--- src/hw/rtl/hd_pkg.sv ---
`timescale 1ns / 1ps
// ----------------------------------------------------------------------------
// hd_pkg: haversine distance shared definitions
// Fixed-point formats, cordic and square root cell types, arithmetic helpers.
// ----------------------------------------------------------------------------
package hd_pkg;

    localparam int ANGLE_FRAC_BITS = 16;
    localparam int CORDIC_STAGES   = 24;
    localparam int SQRT_DIGITS     = 31;
    localparam int DW              = 34;
    localparam int RAD_SHIFT       = ANGLE_FRAC_BITS + 6;

    localparam logic [63:0] PI_Q60 = 64'h3243F6A8885A308D;
    localparam logic [30:0] DEG2RAD_Q36 =
        31'(((PI_Q60 / 64'd180) + (64'd1 << 23)) >> 24);

    localparam logic signed [DW-1:0] ONE_Q30  = DW'(64'd1 << 30);
    localparam logic signed [DW-1:0] GAIN_Q30 = DW'(64'd652032874);

    localparam logic signed [26:0] FULL_DEG = 27'(360 * (2 ** ANGLE_FRAC_BITS));
    localparam logic signed [26:0] HALF_DEG = 27'(180 * (2 ** ANGLE_FRAC_BITS));
    localparam logic [23:0] DEG_90  = 24'(90 * (2 ** ANGLE_FRAC_BITS));
    localparam logic [23:0] DEG_180 = 24'(180 * (2 ** ANGLE_FRAC_BITS));

    localparam logic [15:0] RADIUS_RESET = 16'd6371;
    localparam logic [26:0] TWO_KM_M     = 27'd2000;

    localparam logic signed [DW-1:0] ATAN_SMALL [11] = '{
        34'sd843314857, 34'sd497837829, 34'sd263043837, 34'sd133525159,
        34'sd67021687,  34'sd33543516,  34'sd16775851,  34'sd8388437,
        34'sd4194283,   34'sd2097149,   34'sd1048575
    };

    typedef struct packed {
        logic signed [DW-1:0] x;
        logic signed [DW-1:0] y;
        logic signed [DW-1:0] z;
    } t_cordic;

    typedef struct packed {
        logic [61:0] rad;
        logic [31:0] rem;
        logic [30:0] root;
    } t_sqrt;

    function automatic logic signed [DW-1:0] atan_step(input int i);
        if (i < 11) begin
            return ATAN_SMALL[i];
        end else if (i <= 30) begin
            return DW'(64'd1 << (30 - i));
        end else begin
            return '0;
        end
    endfunction

    // reduce a degree difference into [-180, 180] and return its magnitude
    function automatic logic [23:0] wrap_mag(input logic signed [26:0] d);
        logic signed [26:0] r;
        r = d;
        if (r >= FULL_DEG) begin
            r = r - FULL_DEG;
        end else if (r <= -FULL_DEG) begin
            r = r + FULL_DEG;
        end
        if (r > HALF_DEG) begin
            r = r - FULL_DEG;
        end else if (r < -HALF_DEG) begin
            r = r + FULL_DEG;
        end
        if (r[26]) begin
            r = -r;
        end
        return r[23:0];
    endfunction

    function automatic logic signed [DW-1:0] deg_to_rad(input logic [23:0] mag,
                                                        input logic halve);
        logic [55:0] p;
        logic [55:0] r;
        p = 56'(mag) * 56'(DEG2RAD_Q36);
        if (halve) begin
            r = (p + (56'd1 << RAD_SHIFT)) >> (RAD_SHIFT + 1);
        end else begin
            r = (p + (56'd1 << (RAD_SHIFT - 1))) >> RAD_SHIFT;
        end
        return DW'(r);
    endfunction

    // q30 product, rounded half away from zero
    function automatic logic signed [DW-1:0] mulq(input logic signed [DW-1:0] a,
                                                  input logic signed [DW-1:0] b);
        logic [DW-1:0] ma;
        logic [DW-1:0] mb;
        logic [2*DW-1:0] p;
        logic [DW-1:0] r;
        ma = a[DW-1] ? (~a + DW'(1)) : a;
        mb = b[DW-1] ? (~b + DW'(1)) : b;
        p  = (2*DW)'(ma) * (2*DW)'(mb) + ((2*DW)'(1) << 29);
        r  = p[DW+29:30];
        return (a[DW-1] ^ b[DW-1]) ? $signed(~r + DW'(1)) : $signed(r);
    endfunction

endpackage

--- src/hw/rtl/hd_sqrt_cell.sv ---
`timescale 1ns / 1ps
// ----------------------------------------------------------------------------
// hd_sqrt_cell: one digit of the integer square root
// Restoring step that settles one root bit per cell, registered.
// ----------------------------------------------------------------------------
module hd_sqrt_cell (
    input  logic           i_clk,
    input  logic           i_en,
    input  hd_pkg::t_sqrt  i_d,
    output hd_pkg::t_sqrt  o_d
);
    hd_pkg::t_sqrt r_d;
    hd_pkg::t_sqrt n_d;
    logic [33:0] cur;
    logic [33:0] trial;

    always_comb begin
        cur     = {i_d.rem, i_d.rad[61:60]};
        trial   = {1'b0, i_d.root, 2'b01};
        n_d.rad = {i_d.rad[59:0], 2'b00};
        if (cur >= trial) begin
            n_d.rem  = 32'(cur - trial);
            n_d.root = {i_d.root[29:0], 1'b1};
        end else begin
            n_d.rem  = cur[31:0];
            n_d.root = {i_d.root[29:0], 1'b0};
        end
    end

    always_ff @(posedge i_clk) begin
        if (i_en) begin
            r_d <= n_d;
        end
    end

    assign o_d = r_d;
endmodule

--- config.mk ---
export PLATFORM = sky130hd
export DESIGN_NAME = hd_sqrt_cell
export DESIGN_NICKNAME = d
export VERILOG_FILES = /design/src/hw/rtl/hd_pkg.sv /design/src/hw/rtl/hd_sqrt_cell.sv
export SDC_FILE = /design/constraint.sdc
export NUM_CORES = 1
export LEC_CHECK = 0
export ABC_AREA = 0
export BUFFER_PORTS_ARGS = -buffer_cell sky130_fd_sc_hd__buf_2
export CAP_MARGIN = 5
export CORE_MARGIN = 5
export CORE_UTILIZATION = 44
export CTS_BUF_LIST = sky130_fd_sc_hd__clkbuf_4
export DETAILED_ROUTE_END_ITERATION = 7
export GPL_ROUTABILITY_DRIVEN = 0
export PLACE_DENSITY = 0.77
export SYNTH_ARGS = -nofsm -noshare
export SYNTH_HDL_FRONTEND = slang
export SYNTH_SLANG_ARGS = --single-unit
export TNS_END_PERCENT = 1
--- constraint.sdc ---
create_clock -name i_clk -period 3 [get_ports i_clk]
set_input_delay 0.45 -clock i_clk [delete_from_list [all_inputs] [get_ports i_clk]]
set_output_delay 0.45 -clock i_clk [all_outputs]
set_load 0.02 [all_outputs]
==> After elaboration in Yosys (flattened, before gate mapping) <==
Cells that the tools add are included.
W data, S select, Z words.
{ "word_totals": {"regBits": 123, "in_bits": 127} }
{ "classes": {"order_cmp": 1, "addsub": 1, "mux": 1} }
{ "op_table": {"columns": ["op", "count"], "rows": [
  ["$mux W63", 1],
  ["$ge A34 B33 Y1", 1],
  ["$sub A32 B32 Y32", 1]
]} }

==> Logic depth before layout (Yosys ltp) <==
{ "logic_depth": {"depth_word": 2, "ltp_mapped": 13} }

==> Worst setup path after synthesis <==
Ideal clock, no wire load.
{ "synth_timing": {"kind": "input to register", "startpoint": "input i_d[4] (netlist bit)", "endpoint": "register r_d, in the netlist o_d[35] (data pin)", "setup_time_ns": 0.260, "arrival_time_ns": 2.870, "path_slack_ns": -0.131, "required_time_ns": 2.740, "cell_stages": 12, "path_cell_list": "inv_1 > ha_1 > a31o_2 > a221oi_1 > a31oi_1 > a211oi_2 > nor3_2 > a311o_1 > a41o_1 > buf_6 > buf_6 > mux2_4"} }
{ "synth_lines": {"columns": ["item", "line", "rtl"], "rows": [
  ["from (decl)", "hd_sqrt_cell.sv:9", "input hd_pkg::t_sqrt i_d,"],
  ["to (signal assigned)", "hd_sqrt_cell.sv:32", "r_d <= n_d;"],
  ["to (decl)", "hd_sqrt_cell.sv:12", "hd_pkg::t_sqrt r_d;"]
]} }

==> results.json <==
{
  "end_kind": "register",
  "synthArstFlopShare_pct": 0,
  "grt_max_degree": 52,
  "fmax_ghz": 0.3747,
  "route.detailed.drc": 0,
  "ys_top_cells_by_count": "edfxtp_1, inv_1, ha_1",
  "cts_sinks": 123,
  "vias": 4651,
  "synth_seq_area_share_pct": 61.36,
  "p_int_w": 0.003058,
  "hold_depth": 1,
  "syn_to_final_growth_pct": 36.69,
  "start_kind": "input pin",
  "min_path_type": "in -> reg",
  "setup_tns_ns": 0,
  "largest_reg_flops": 123,
  "power_leakage_nw": 3.852,
  "wl_per_cell_um": 17.75,
  "die_h_um": 127.0,
  "synth_most_common_cell": "edfxtp_1",
  "power.density_mw_per_mm2": 537.9,
  "clkSlewWorstSetupHoldPaths_ns": 0.12,
  "p_clk_share_pct": 23.7,
  "synth-seq-cells": 123,
  "finalSetupViolations": 0,
  "p_switching_w": 0.001368,
  "synth_area_mm2": 0.006020,
  "ys_types": 52,
  "status": "finished, final reports clean",
  "start_util_pct": 45.10,
  "multi_input_area_mm2": 0.002153,
  "cts-hold-fix-buffers": 0,
  "cts_max_path_buffers": 2,
  "regArea_mm2": 0.003694,
  "synthCells": 430,
  "switching_share_pct": 30.92,
  "place_ws_ns": -0.2011,
  "antenna_left": 0,
  "ios": 252,
  "yosys.area.top_type": "edfxtp_1",
  "dp_hpwl_um": 13450,
  "crit_required_ns": 3.27,
  "cts_max_level": 4,
  "tritoncts": "done",
  "pwr-share-seq_pct": 48.4,
  "path_max_fanout": 17,
  "die_width_um": 127.0,
  "numCtsBuffers": 17,
  "syn_area_per_cell_um2": 14.00,
  "via_per_inst": 4.958,
  "finalNetCount": 908,
  "total_power_w": 0.004426,
  "grt_pass1_vias": 4872,
  "grt_antenna_before_repair": 3,
  "port_buffers": 249,
  "post_cts_buffers": 0,
  "critPathKind": "in -> reg",
  "grt-ovfl-total": 0,
  "synth_edf_count": 123,
  "rsz0062_at_grt": "no",
  "dr.first_iter.drc_count": 248,
  "grtUsageTotal_pct": 20.62,
  "synthTopCellsByArea": "edfxtp_1, ha_1, mux2_4, xnor2_1, inv_1",
  "fillerInstances": 1072,
  "dr.pass1.iters": 5,
  "rows": 42,
  "ys.flop_type": "edfxtp_1",
  "core_area_mm2": 0.01335,
  "synth_top_area_share_pct": 61.36,
  "place_area_mm2": 0.007974,
  "hold_violations": 0,
  "grt_pass1_wl_um": 25760,
  "cts_resized": 0,
  "comb_power_share_pct": 27.8,
  "setup_slack_ns": 0.3309,
  "cts_root_buffer": "clkbuf_4",
  "min_period_ns": 2.669,
  "yosys_warnings": 0,
  "fin_area_mm2": 0.008228,
  "drv_slew": 0,
  "arrival_ns": 2.94,
  "drive_gt1_share_pct": 50.07,
  "holdWs_ns": 0.08809,
  "routed_wl_um": 16650,
  "fin_crit_sh_pct": 88.97,
  "die_area_mm2": 0.01612,
  "peakVddDrop_mv": 0.2281,
  "max_cap_violations": 0
}
## area by class of cell
cell class	instances	share of cell area [%]
Tap cell	176	2.676
Sequential cell	123	44.89
Inverter	38	1.734
Clock buffer	17	1.551
Clock inverter	15	1.505
Antenna cell	1	0.03041
Timing Repair Buffer	311	21.44
Multi-Input combinational cell	257	26.17
## worst max-delay path: stages
cell and delay [ns]:
buf_2 0.09, inv_1 0.04, ha_1 0.29, nor2b_1 0.20, o2111ai_1 0.21, a31oi_2 0.31, a211oi_2 0.11, nor3_2 0.24
a311o_1 0.19, a41o_2 0.26, buf_12 0.20, mux2_2 0.36
## layer usage
| metal | vias up | GRT usage [%] | share of wire [%] |
|---|---|---|---|
| met5 | - | 0 | 0.084 |
| met4 | 4 | 5.363 | 1.2 |
| met3 | 16 | 6.683 | 8.0 |
| met2 | 182 | 36.52 | 52 |
| met1 | 2196 | 24.15 | 39 |
| li1 | 2253 | - | - |
## cell usage in the layout, fill, tap and decap left out, types with 3 or more instances in the layout
master	n
clkinvlp_4	5
clkinv_1	3
nand2b_1	8
a21o_1	13
inv_1	38
nor3_1	6
ha_1	31
o211ai_1	3
xnor2_1	22
a21oi_1	27
and4_1	3
and3_1	5
clkbuf_4	17
o21ai_0	15
buf_4	59
nand3_1	3
edfxtp_1	123
buf_2	248
mux2_4	26
buf_12	4
nor2_1	15
xor2_1	8
a22oi_1	3
a211oi_1	4
mux2_2	3
nand2_1	18
## kinds of logic after synthesis
kind of cell,synth area share (%)
other,0.06230
AOI/OAI and AO/OA,10.21
buffers and inverters,3.824
muxes,7.379
adders and majority gates,6.859
and+or+nand+nor,5.945
xor gates and xnor gates,4.365
DFF,61.36
## power groups by stage
stage | combinational [W] | clock [W] | sequential (W)
after floorplan | 0.000512 | 0 | 0.00241
after global placement | 0.00121 | 0 | 0.00218
after detailed placement | 0.00124 | 0 | 0.00218
after CTS | 0.00124 | 0.00109 | 0.00215
after global routing | 0.00133 | 0.00118 | 0.00216
final | 0.00123 | 0.00105 | 0.00214
## worst paths after layout
| kind | from | endpoint | slack, ns |
|---|---|---|---|
| setup / recovery | i_d[0] | o_d[34]$_DFFE_PP_ | 0.33 |
| hold / removal | i_d[76] | o_d[78]$_DFFE_PP_ | 0.09 |
## metrics by stage
step           util (%)  std cells
3_5_place_dp      59.74        905
4_1_cts           61.62        937
2_1_floorplan         -        431
6_report          61.64        938
3_3_place_gp      59.74        905
5_1_grt           61.64        938
Note: power is estimated with default switching activity, not from simulation.
