--- src/hw/rtl/hd_pkg.sv ---
`timescale 1ns / 1ps
// ----------------------------------------------------------------------------
// hd_pkg: haversine distance shared definitions
// Fixed-point formats, cordic and square root cell types, arithmetic helpers.
// ----------------------------------------------------------------------------
package hd_pkg;

    localparam int ANGLE_FRAC_BITS = 16;
    localparam int CORDIC_STAGES   = 24;
    localparam int SQRT_DIGITS     = 31;
    localparam int DW              = 34;
    localparam int RAD_SHIFT       = ANGLE_FRAC_BITS + 6;

    localparam logic [63:0] PI_Q60 = 64'h3243F6A8885A308D;
    localparam logic [30:0] DEG2RAD_Q36 =
        31'(((PI_Q60 / 64'd180) + (64'd1 << 23)) >> 24);

    localparam logic signed [DW-1:0] ONE_Q30  = DW'(64'd1 << 30);
    localparam logic signed [DW-1:0] GAIN_Q30 = DW'(64'd652032874);

    localparam logic signed [26:0] FULL_DEG = 27'(360 * (2 ** ANGLE_FRAC_BITS));
    localparam logic signed [26:0] HALF_DEG = 27'(180 * (2 ** ANGLE_FRAC_BITS));
    localparam logic [23:0] DEG_90  = 24'(90 * (2 ** ANGLE_FRAC_BITS));
    localparam logic [23:0] DEG_180 = 24'(180 * (2 ** ANGLE_FRAC_BITS));

    localparam logic [15:0] RADIUS_RESET = 16'd6371;
    localparam logic [26:0] TWO_KM_M     = 27'd2000;

    localparam logic signed [DW-1:0] ATAN_SMALL [11] = '{
        34'sd843314857, 34'sd497837829, 34'sd263043837, 34'sd133525159,
        34'sd67021687,  34'sd33543516,  34'sd16775851,  34'sd8388437,
        34'sd4194283,   34'sd2097149,   34'sd1048575
    };

    typedef struct packed {
        logic signed [DW-1:0] x;
        logic signed [DW-1:0] y;
        logic signed [DW-1:0] z;
    } t_cordic;

    typedef struct packed {
        logic [61:0] rad;
        logic [31:0] rem;
        logic [30:0] root;
    } t_sqrt;

    function automatic logic signed [DW-1:0] atan_step(input int i);
        if (i < 11) begin
            return ATAN_SMALL[i];
        end else if (i <= 30) begin
            return DW'(64'd1 << (30 - i));
        end else begin
            return '0;
        end
    endfunction

    // reduce a degree difference into [-180, 180] and return its magnitude
    function automatic logic [23:0] wrap_mag(input logic signed [26:0] d);
        logic signed [26:0] r;
        r = d;
        if (r >= FULL_DEG) begin
            r = r - FULL_DEG;
        end else if (r <= -FULL_DEG) begin
            r = r + FULL_DEG;
        end
        if (r > HALF_DEG) begin
            r = r - FULL_DEG;
        end else if (r < -HALF_DEG) begin
            r = r + FULL_DEG;
        end
        if (r[26]) begin
            r = -r;
        end
        return r[23:0];
    endfunction

    function automatic logic signed [DW-1:0] deg_to_rad(input logic [23:0] mag,
                                                        input logic halve);
        logic [55:0] p;
        logic [55:0] r;
        p = 56'(mag) * 56'(DEG2RAD_Q36);
        if (halve) begin
            r = (p + (56'd1 << RAD_SHIFT)) >> (RAD_SHIFT + 1);
        end else begin
            r = (p + (56'd1 << (RAD_SHIFT - 1))) >> RAD_SHIFT;
        end
        return DW'(r);
    endfunction

    // q30 product, rounded half away from zero
    function automatic logic signed [DW-1:0] mulq(input logic signed [DW-1:0] a,
                                                  input logic signed [DW-1:0] b);
        logic [DW-1:0] ma;
        logic [DW-1:0] mb;
        logic [2*DW-1:0] p;
        logic [DW-1:0] r;
        ma = a[DW-1] ? (~a + DW'(1)) : a;
        mb = b[DW-1] ? (~b + DW'(1)) : b;
        p  = (2*DW)'(ma) * (2*DW)'(mb) + ((2*DW)'(1) << 29);
        r  = p[DW+29:30];
        return (a[DW-1] ^ b[DW-1]) ? $signed(~r + DW'(1)) : $signed(r);
    endfunction

endpackage

--- src/hw/rtl/hd_cordic_cell.sv ---
`timescale 1ns / 1ps
// ----------------------------------------------------------------------------
// hd_cordic_cell: one cordic micro-rotation
// Rotation or vectoring step for a fixed stage index, registered.
// ----------------------------------------------------------------------------
module hd_cordic_cell #(
    parameter int   INDEX  = 0,
    parameter logic VECTOR = 1'b0
) (
    input  logic             i_clk,
    input  logic             i_en,
    input  hd_pkg::t_cordic  i_d,
    output hd_pkg::t_cordic  o_d
);
    localparam logic signed [hd_pkg::DW-1:0] ANG = hd_pkg::atan_step(INDEX);

    hd_pkg::t_cordic r_d;
    hd_pkg::t_cordic n_d;
    logic signed [hd_pkg::DW-1:0] xs;
    logic signed [hd_pkg::DW-1:0] ys;
    logic ccw;

    always_comb begin
        xs  = $signed(i_d.x) >>> INDEX;
        ys  = $signed(i_d.y) >>> INDEX;
        ccw = VECTOR ? i_d.y[hd_pkg::DW-1] : !i_d.z[hd_pkg::DW-1];
        if (ccw) begin
            n_d.x = i_d.x - ys;
            n_d.y = i_d.y + xs;
            n_d.z = i_d.z - ANG;
        end else begin
            n_d.x = i_d.x + ys;
            n_d.y = i_d.y - xs;
            n_d.z = i_d.z + ANG;
        end
    end

    always_ff @(posedge i_clk) begin
        if (i_en) begin
            r_d <= n_d;
        end
    end

    assign o_d = r_d;
endmodule

--- config.mk ---
export PLATFORM = sky130hd
export DESIGN_NAME = hd_cordic_cell
export DESIGN_NICKNAME = d
export VERILOG_FILES = /design/src/hw/rtl/hd_pkg.sv /design/src/hw/rtl/hd_cordic_cell.sv
export SDC_FILE = /design/constraint.sdc
export NUM_CORES = 1
export LEC_CHECK = 0
export ABC_AREA = 1
export BUFFER_PORTS_ARGS = -buffer_cell sky130_fd_sc_hd__clkbuf_2
export CAP_MARGIN = 20
export CORE_UTILIZATION = 40
export DETAILED_ROUTE_END_ITERATION = 16
export GPL_ROUTABILITY_DRIVEN = 0
export MAX_ROUTING_LAYER = met4
export PLACE_DENSITY = 0.66
export SLEW_MARGIN = 20
export SYNTH_ARGS = -nofsm -noshare
export SYNTH_HDL_FRONTEND = slang
export SYNTH_SLANG_ARGS = --single-unit
export TNS_END_PERCENT = 5
--- constraint.sdc ---
create_clock -name i_clk -period 3.3 [get_ports i_clk]
set_input_delay 0.825 -clock i_clk [delete_from_list [all_inputs] [get_ports i_clk]]
set_output_delay 0.825 -clock i_clk [all_outputs]
set_load 0.01 [all_outputs]
# After elaboration in Yosys (flattened, before gate mapping)
# Cells that the tools add are included.
dict set report op_classes {
  n_addsub 5
  muxes 1
}
# operator n
set ops {}
lappend ops {{102-bit two-way mux} 1}
lappend ops {{34-bit subtractor} 2}
lappend ops {{34-bit by 31-bit adder with 34-bit output, second input constant} 1}
lappend ops {{34-bit adder} 1}
lappend ops {{34-bit by 31-bit subtractor with 34-bit output, second input constant} 1}
dict set report word_totals {
  regBits 102
  output_inout_bits 102
  word_cells 9
}

# Depth between registers and ports, before layout
# Gate-level depths: netlist of the first run.
dict set report logic_depth {
  word_depth 2
  mapped_depth 17
  mapped_depth_nobuf 16
}

# Least setup slack after synthesis of the first run
# OpenSTA, ideal clock, no wires.
dict set report synth_path {
  kind {in2reg}
  startpoint {in i_d[33] in the netlist's numbering}
  endpoint {reg r_d, in the netlist o_d[32] (data pin)}
  setup_ps 252
  arrival_ps 2908
  t_required_ps 3048
  slack_ps 139
  path_stages 12
  path_buffers 3
  cell_sequence {clkbuf_1 > inv_1 > clkbuf_1 > buf_2 > ha_1 > a21oi_1 > a21boi_0 > o21ai_0 > a21oi_1 > nand2_1 > nand2_1 > nand2_1}
}
# element line
set synth_lines {}
lappend synth_lines {{start: declaration} hd_cordic_cell.sv:12} ;# input hd_pkg::t_cordic i_d,
lappend synth_lines {{end signal: assignment} hd_cordic_cell.sv:40} ;# r_d <= n_d;
lappend synth_lines {{end: declaration} hd_cordic_cell.sv:17} ;# hd_pkg::t_cordic r_d;

==> results of run 1 <==
-- area by class of cell --
| class | instances | share of cell area [%] |
|---|---|---|
| clock buffer | 10 | 1.638 |
| clock inverter | 5 | 0.4385 |
| inverter | 275 | 7.391 |
| multi-input combinational | 1477 | 57.01 |
| sequential | 101 | 21.69 |
| tap | 390 | 3.490 |
| timing repair buffer | 220 | 8.340 |
-- per-stage QoR --
step / hold WS [ns] / utilization, %
finish: 0.7846 / 46.68
global route: 0.8167 / 46.68
CTS: 0.7803 / 46.68
detailed placement: 1.148 / 45.71
global placement: 1.155 / 45.71
floorplan: 0.9375 / -
-- kinds of logic (layout without fill, tap and decap cells) --
group	Yosys count	after routing
AO/OA/AOI/OAI	329	329
XOR/XNOR	46	46
adder cells (fa/ha/maj)	135	135
buffers and inverters	319	510
flip-flops	101	101
AND/OR/NAND/NOR	967	967
-- path summary, 6_finish.rpt --
| check | end | slack, ns | startpoint | depth (start not counted) |
|---|---|---|---|---|
| worst min-delay path | o_d[0] | 0.78 | i_d[0] | 2 |
| worst max-delay path | o_d[101] | 0.30 | i_d[62] | 14 |
-- metal layers --
| layer | up-vias | track usage (%) | routed length, um |
|---|---|---|---|
| met5 | - | - | 0 |
| met4 | 0 | 9.437 | 1444 |
| met3 | 102 | 2.249 | 3420 |
| met2 | 685 | 42.53 | 17990 |
| met1 | 6117 | 34.11 | 17690 |
| li1 | 6581 | - | - |
-- placed cells by master, fill, tap and decap left out, drive strengths merged --
master and instances:
buf 16, o221ai 1, o21ai 118, nor4 5, clkinv 4, o21a 3, a21oi 163, a21boi 3
bufinv 1, o21bai 18, a31oi 5, nor3 22, nor2 171, or2 8, xnor2 6, ha 131
nand2 556, and3 1, nand3b 4, fa 4, nand4 18, edfxtp 101, o211ai 3, nand3 178
nand2b 1, clkbuf 214, o22ai 5, and2 3, a21o 10, inv 275, xor2 40
-- worst max-delay path: cells and delay by family --
kind	cells	cell delay (ns)
adders and majority gates	1	0.60
buffers and inverters	2	0.17
and+or+nand+nor	11	1.48
-- report_power, final --
part,internal [mW],switching [mW]
combinational,0.736,1.49
clock,0.591,0.542
sequential,1.66,0.0550
==> impl_metrics.tcl, run 1 <==
set metrics [dict create \
    cpMostUsedCell "nand2_1" \
    seqCellArea_mm2 0.003033 \
    synth.most_common_cell "nand2_1" \
    post_dp_cell_area_mm2 0.01369 \
    wl_per_cell_um 16.36 \
    synth_top_family_by_area "simple AND/OR/NAND/NOR gates" \
    grt_usage_pct 26.24 \
    placedCellCount 2463 \
    fin_cells 2478 \
    clock_path_buffers 2 \
    timing.final.crit_share_pct 90.85 \
    cts-buffers-inserted 9 \
    relSlewSlack_pct 48.23 \
    grt_pass1_vias 12436 \
    synth-simple-area-share_pct 33.10 \
    synthFlopType "edfxtp_1" \
    synthArstFlopShare_pct 0 \
    cp.arrival_ns 3.10 \
    largest_register_ffs 101 \
    hold_viol_final 0 \
    num_vias 13485 \
    max_stage_delay_ns 0.60 \
    cts_root_buffer "clkbuf_16" \
    ys_ff_latch 101 \
    cts.repair.resized 0 \
    vias_per_cell 5.442 \
    pin_count 206 \
    coreArea_mm2 0.02995 \
    yosys.area_share.adder_pct 13.97 \
    fin_ws_ns 0.3018 \
    grt_max_degree 75 \
    ys_warn_count 0 \
    total_power_mw 5.074 \
    maxSlewViolCount 0 \
    ys_top_cells_by_count "549 x nand2_1, 264 x inv_1, 177 x nand3_1" \
    leakagePower_nw 7.197 \
    io_buffers 205 \
    clock_sinks 101 \
    cts.htree.levels 3 \
    wl_um 40550 \
    grt.overflow.total 0 \
    drive_gt1_share_pct 13.41 \
    crit_type "in2reg" \
    drc 0 \
    hold_class "in2reg" \
    drtIter0Drc 1381 \
    synth_edf_count 101 \
    power_density_mw_per_mm2 362.9 \
    cts_tree "yes" \
    dieArea_mm2 0.03146 \
    netlist.area_leader.share_pct 24.65 \
    ir_drop_v 0.0002231 \
    setup.worst_path.end_class "register" \
    period_minus_slack_ns 2.998 \
    syn_area_mm2 0.01230 \
    muxShareOfSynthArea_pct 0 \
    syn_nets 2136 \
    tightest_slew_ns 0.7766 \
    nFillCells 3132 \
    syn_inst 1897 \
    path_clk_slew_ns 0.07 \
    critPathSlowestCell "ha_1" \
    synth_compound_area_share_pct 14.45 \
    yosys-top-cells-area "edfxtp_1 25%, nand2_1 17%, ha_1 13%, inv_1 8.1%, nand3_1 7.2%" \
    ant_nets 0 \
    ys_seq_area_share_pct 24.65 \
    yosysUniqueCellTypes 43 \
    drtPass1Iterations 7 \
    cp_max_fo 13 \
    multi_input_area_mm2 0.007971 \
    synth-xor-area-share_pct 3.275 \
    cp-start-kind "primary input" \
    die_h_um 177.4 \
    max_cap_violations 0 \
    crit_chain "clkbuf_2 > inv_1 > ha_1 > nand2_1 > nor2_1 > nand2_1 > nor2_4 > nand2_1 > nor2_1 > nor2_1 > nand2_1 > nand2_1 > nand3_1 > nand2_1" \
    fp.dieW_um 177.4 \
    fmax_mhz 333.5 \
    post-cts-setup-buffers 0 \
    dp_slack_ns 0.06724 \
    finalSetupViolCount 0 \
    rows 63 \
    grt_pass1_wl_um 62240 \
    num_antenna_cells 0 \
    setup_tns_ns 0 \
    area_growth_pct 13.66 \
    layout.nets 2323 \
    outcome "completed" \
    rsz0062_at_grt "no" \
    yosys.area.top_type "edfxtp_1" \
    synth.avg_cell_area_um2 6.485 \
    start_util_pct 41.07 \
    design_area_mm2 0.01398 \
    holdBufCountCts 0 \
    antenna_found_initial 0 \
    dp_hpwl_um 33660 \
    required_ns 3.40 \
]
No activity file was read; power rests on OpenSTA's default activity.
==> inputs of run 2 (changes only) <==
--- a/config.mk
+++ b/config.mk
@@ -8,11 +8,11 @@
 export ABC_AREA = 1
 export BUFFER_PORTS_ARGS = -buffer_cell sky130_fd_sc_hd__clkbuf_2
 export CAP_MARGIN = 20
-export CORE_UTILIZATION = 40
+export CORE_UTILIZATION = 53
 export DETAILED_ROUTE_END_ITERATION = 16
 export GPL_ROUTABILITY_DRIVEN = 0
 export MAX_ROUTING_LAYER = met4
-export PLACE_DENSITY = 0.66
+export PLACE_DENSITY = 0.83
 export SLEW_MARGIN = 20
 export SYNTH_ARGS = -nofsm -noshare
 export SYNTH_HDL_FRONTEND = slang
==> constraint.sdc (replaced) <==
create_clock -name i_clk -period 3.3 [get_ports i_clk]
set_input_delay 0.165 -clock i_clk [delete_from_list [all_inputs] [get_ports i_clk]]
set_output_delay 0.165 -clock i_clk [all_outputs]
set_load 0.01 [all_outputs]
==> impl_metrics.tcl, run 2 (same netlist as run 1, synthesis figures left out) <==
set metrics [dict create \
    fmax_mhz 455.8 \
    setup.worst_path.end_class "register" \
    rsz0062_at_grt "no" \
    clock_path_buffers 2 \
    crit_buf_inv 2 \
    hold-path-endpoint "o_d[0]" \
    antenna_found_initial 0 \
    area_growth_pct 11.60 \
    finalSetupViolCount 0 \
    post-cts-setup-buffers 0 \
    fin_ws_ns 1.106 \
    cts_tree "yes" \
    whs_ns 0.1306 \
    dp_hpwl_um 31190 \
    cp-startpoint "i_d[37]" \
    maxSlewViolCount 0 \
    pin_count 206 \
    cts.repair.resized 0 \
    required_ns 3.44 \
    holdBufCountCts 0 \
    hold_viol_final 0 \
    wl_um 38280 \
    dp_slack_ns 0.8272 \
    num_vias 13688 \
    coreArea_mm2 0.02271 \
    drc 0 \
    start_util_pct 54.17 \
    cts-buffers-inserted 9 \
    final_util_pct 60.46 \
    cp-start-kind "primary input" \
    crit_type "in2reg" \
    grt_max_degree 102 \
    drive_gt1_share_pct 12.95 \
    total_power_mw 4.967 \
    wl_per_cell_um 16.21 \
    drtPass1Iterations 6 \
    tightest_slew_ns 0.7805 \
    placedCellCount 2347 \
    die_h_um 154.4 \
    max_stage_delay_ns 0.44 \
    timing.final.crit_share_pct 66.48 \
    hold_path.startpoint "i_d[0]" \
    layout_commonest_cell "nand2_1" \
    nFillCells 2171 \
    dieArea_mm2 0.02382 \
    drtIter0Drc 1482 \
    grt.overflow.total 0 \
    ir_drop_v 0.0002354 \
    ant_nets 0 \
    layout.nets 2312 \
    fin_cells 2362 \
    io_buffers 205 \
    grt_usage_pct 32.90 \
    hold_depth 2 \
    cp_max_fo 10 \
    leakagePower_nw 7.125 \
    power_density_mw_per_mm2 361.8 \
    setup_tns_ns 0 \
    cts_root_buffer "clkbuf_16" \
    cp.arrival_ns 2.33 \
    cpMostUsedCell "nand2_1" \
    largest_register_ffs 101 \
    rows 55 \
    relSlewSlack_pct 47.96 \
    cts.htree.levels 3 \
    vias_per_cell 5.795 \
    fp.dieW_um 154.4 \
    hold_class "in2reg" \
    outcome "completed" \
    clock_sinks 101 \
    period_minus_slack_ns 2.194 \
    crit_chain "clkbuf_2 > inv_1 > ha_1 > a21oi_1 > o21ai_1 > nand2_1 > nand2_1 > nand2_1 > nand2_1 > xor2_1 > o21ai_0" \
    crit_family "compound AO/OA/AOI/OAI gates" \
    num_antenna_cells 0 \
    critPathSlowestCell "ha_1" \
    max_cap_violations 0 \
    layout_common_cells "549 x nand2_1, 263 x inv_1, 204 x clkbuf_2, 177 x nand3_1, 162 x nor2_1" \
    design_area_mm2 0.01373 \
    post_dp_cell_area_mm2 0.01347 \
    path_clk_slew_ns 0.08 \
    grt_pass1_vias 12710 \
    grt_pass1_wl_um 60230 \
]
## run 2: cell types whose count changed in the layout (fill, tap and decap cells not counted), sizes merged
cell,change
clkinv,-1
bufinv,-1
buf,-11
inv,+1
clkinvlp,+1
## run 2: worst max path at each step
stage          slack [ns]  cells past startpoint  endpoint
2_1_floorplan        0.80                     12   o_d[32]
5_1_grt              0.86                     14   o_d[64]
3_5_place_dp         0.83                     12   o_d[63]
4_1_cts              1.20                     14   o_d[90]
3_3_place_gp         0.91                     13   o_d[87]
6_report             1.11                     11   o_d[50]
## run 2: power breakdown
part	internal (mW)	total, mW	switching [mW]	leakage, nW
Clock	0.513	1.05	0.539	0.129
Sequential	1.66	1.71	0.0492	0.987
Combinational	0.721	2.20	1.48	6.01
Total	2.90	4.97	2.07	7.12
## run 2: routing by layer
metal | global-route usage, % | share of wire [%]
met3 | 3.699 | 11
met5 | - | 0
met1 | 40.70 | 39
met4 | 17.35 | 5.2
met2 | 53.01 | 45
## run 2: final cells by class
class                      instances  area [um2]  share of cell area (%)
sequential                       101        3033                   22.09
clock buffer                      10       229.0                   1.668
tap                              285       356.6                   2.597
clock inverter                     5       35.03                  0.2552
multi-input combinational       1477        7971                   58.06
inverter                         275        1033                   7.528
timing repair buffer             209        1071                   7.801
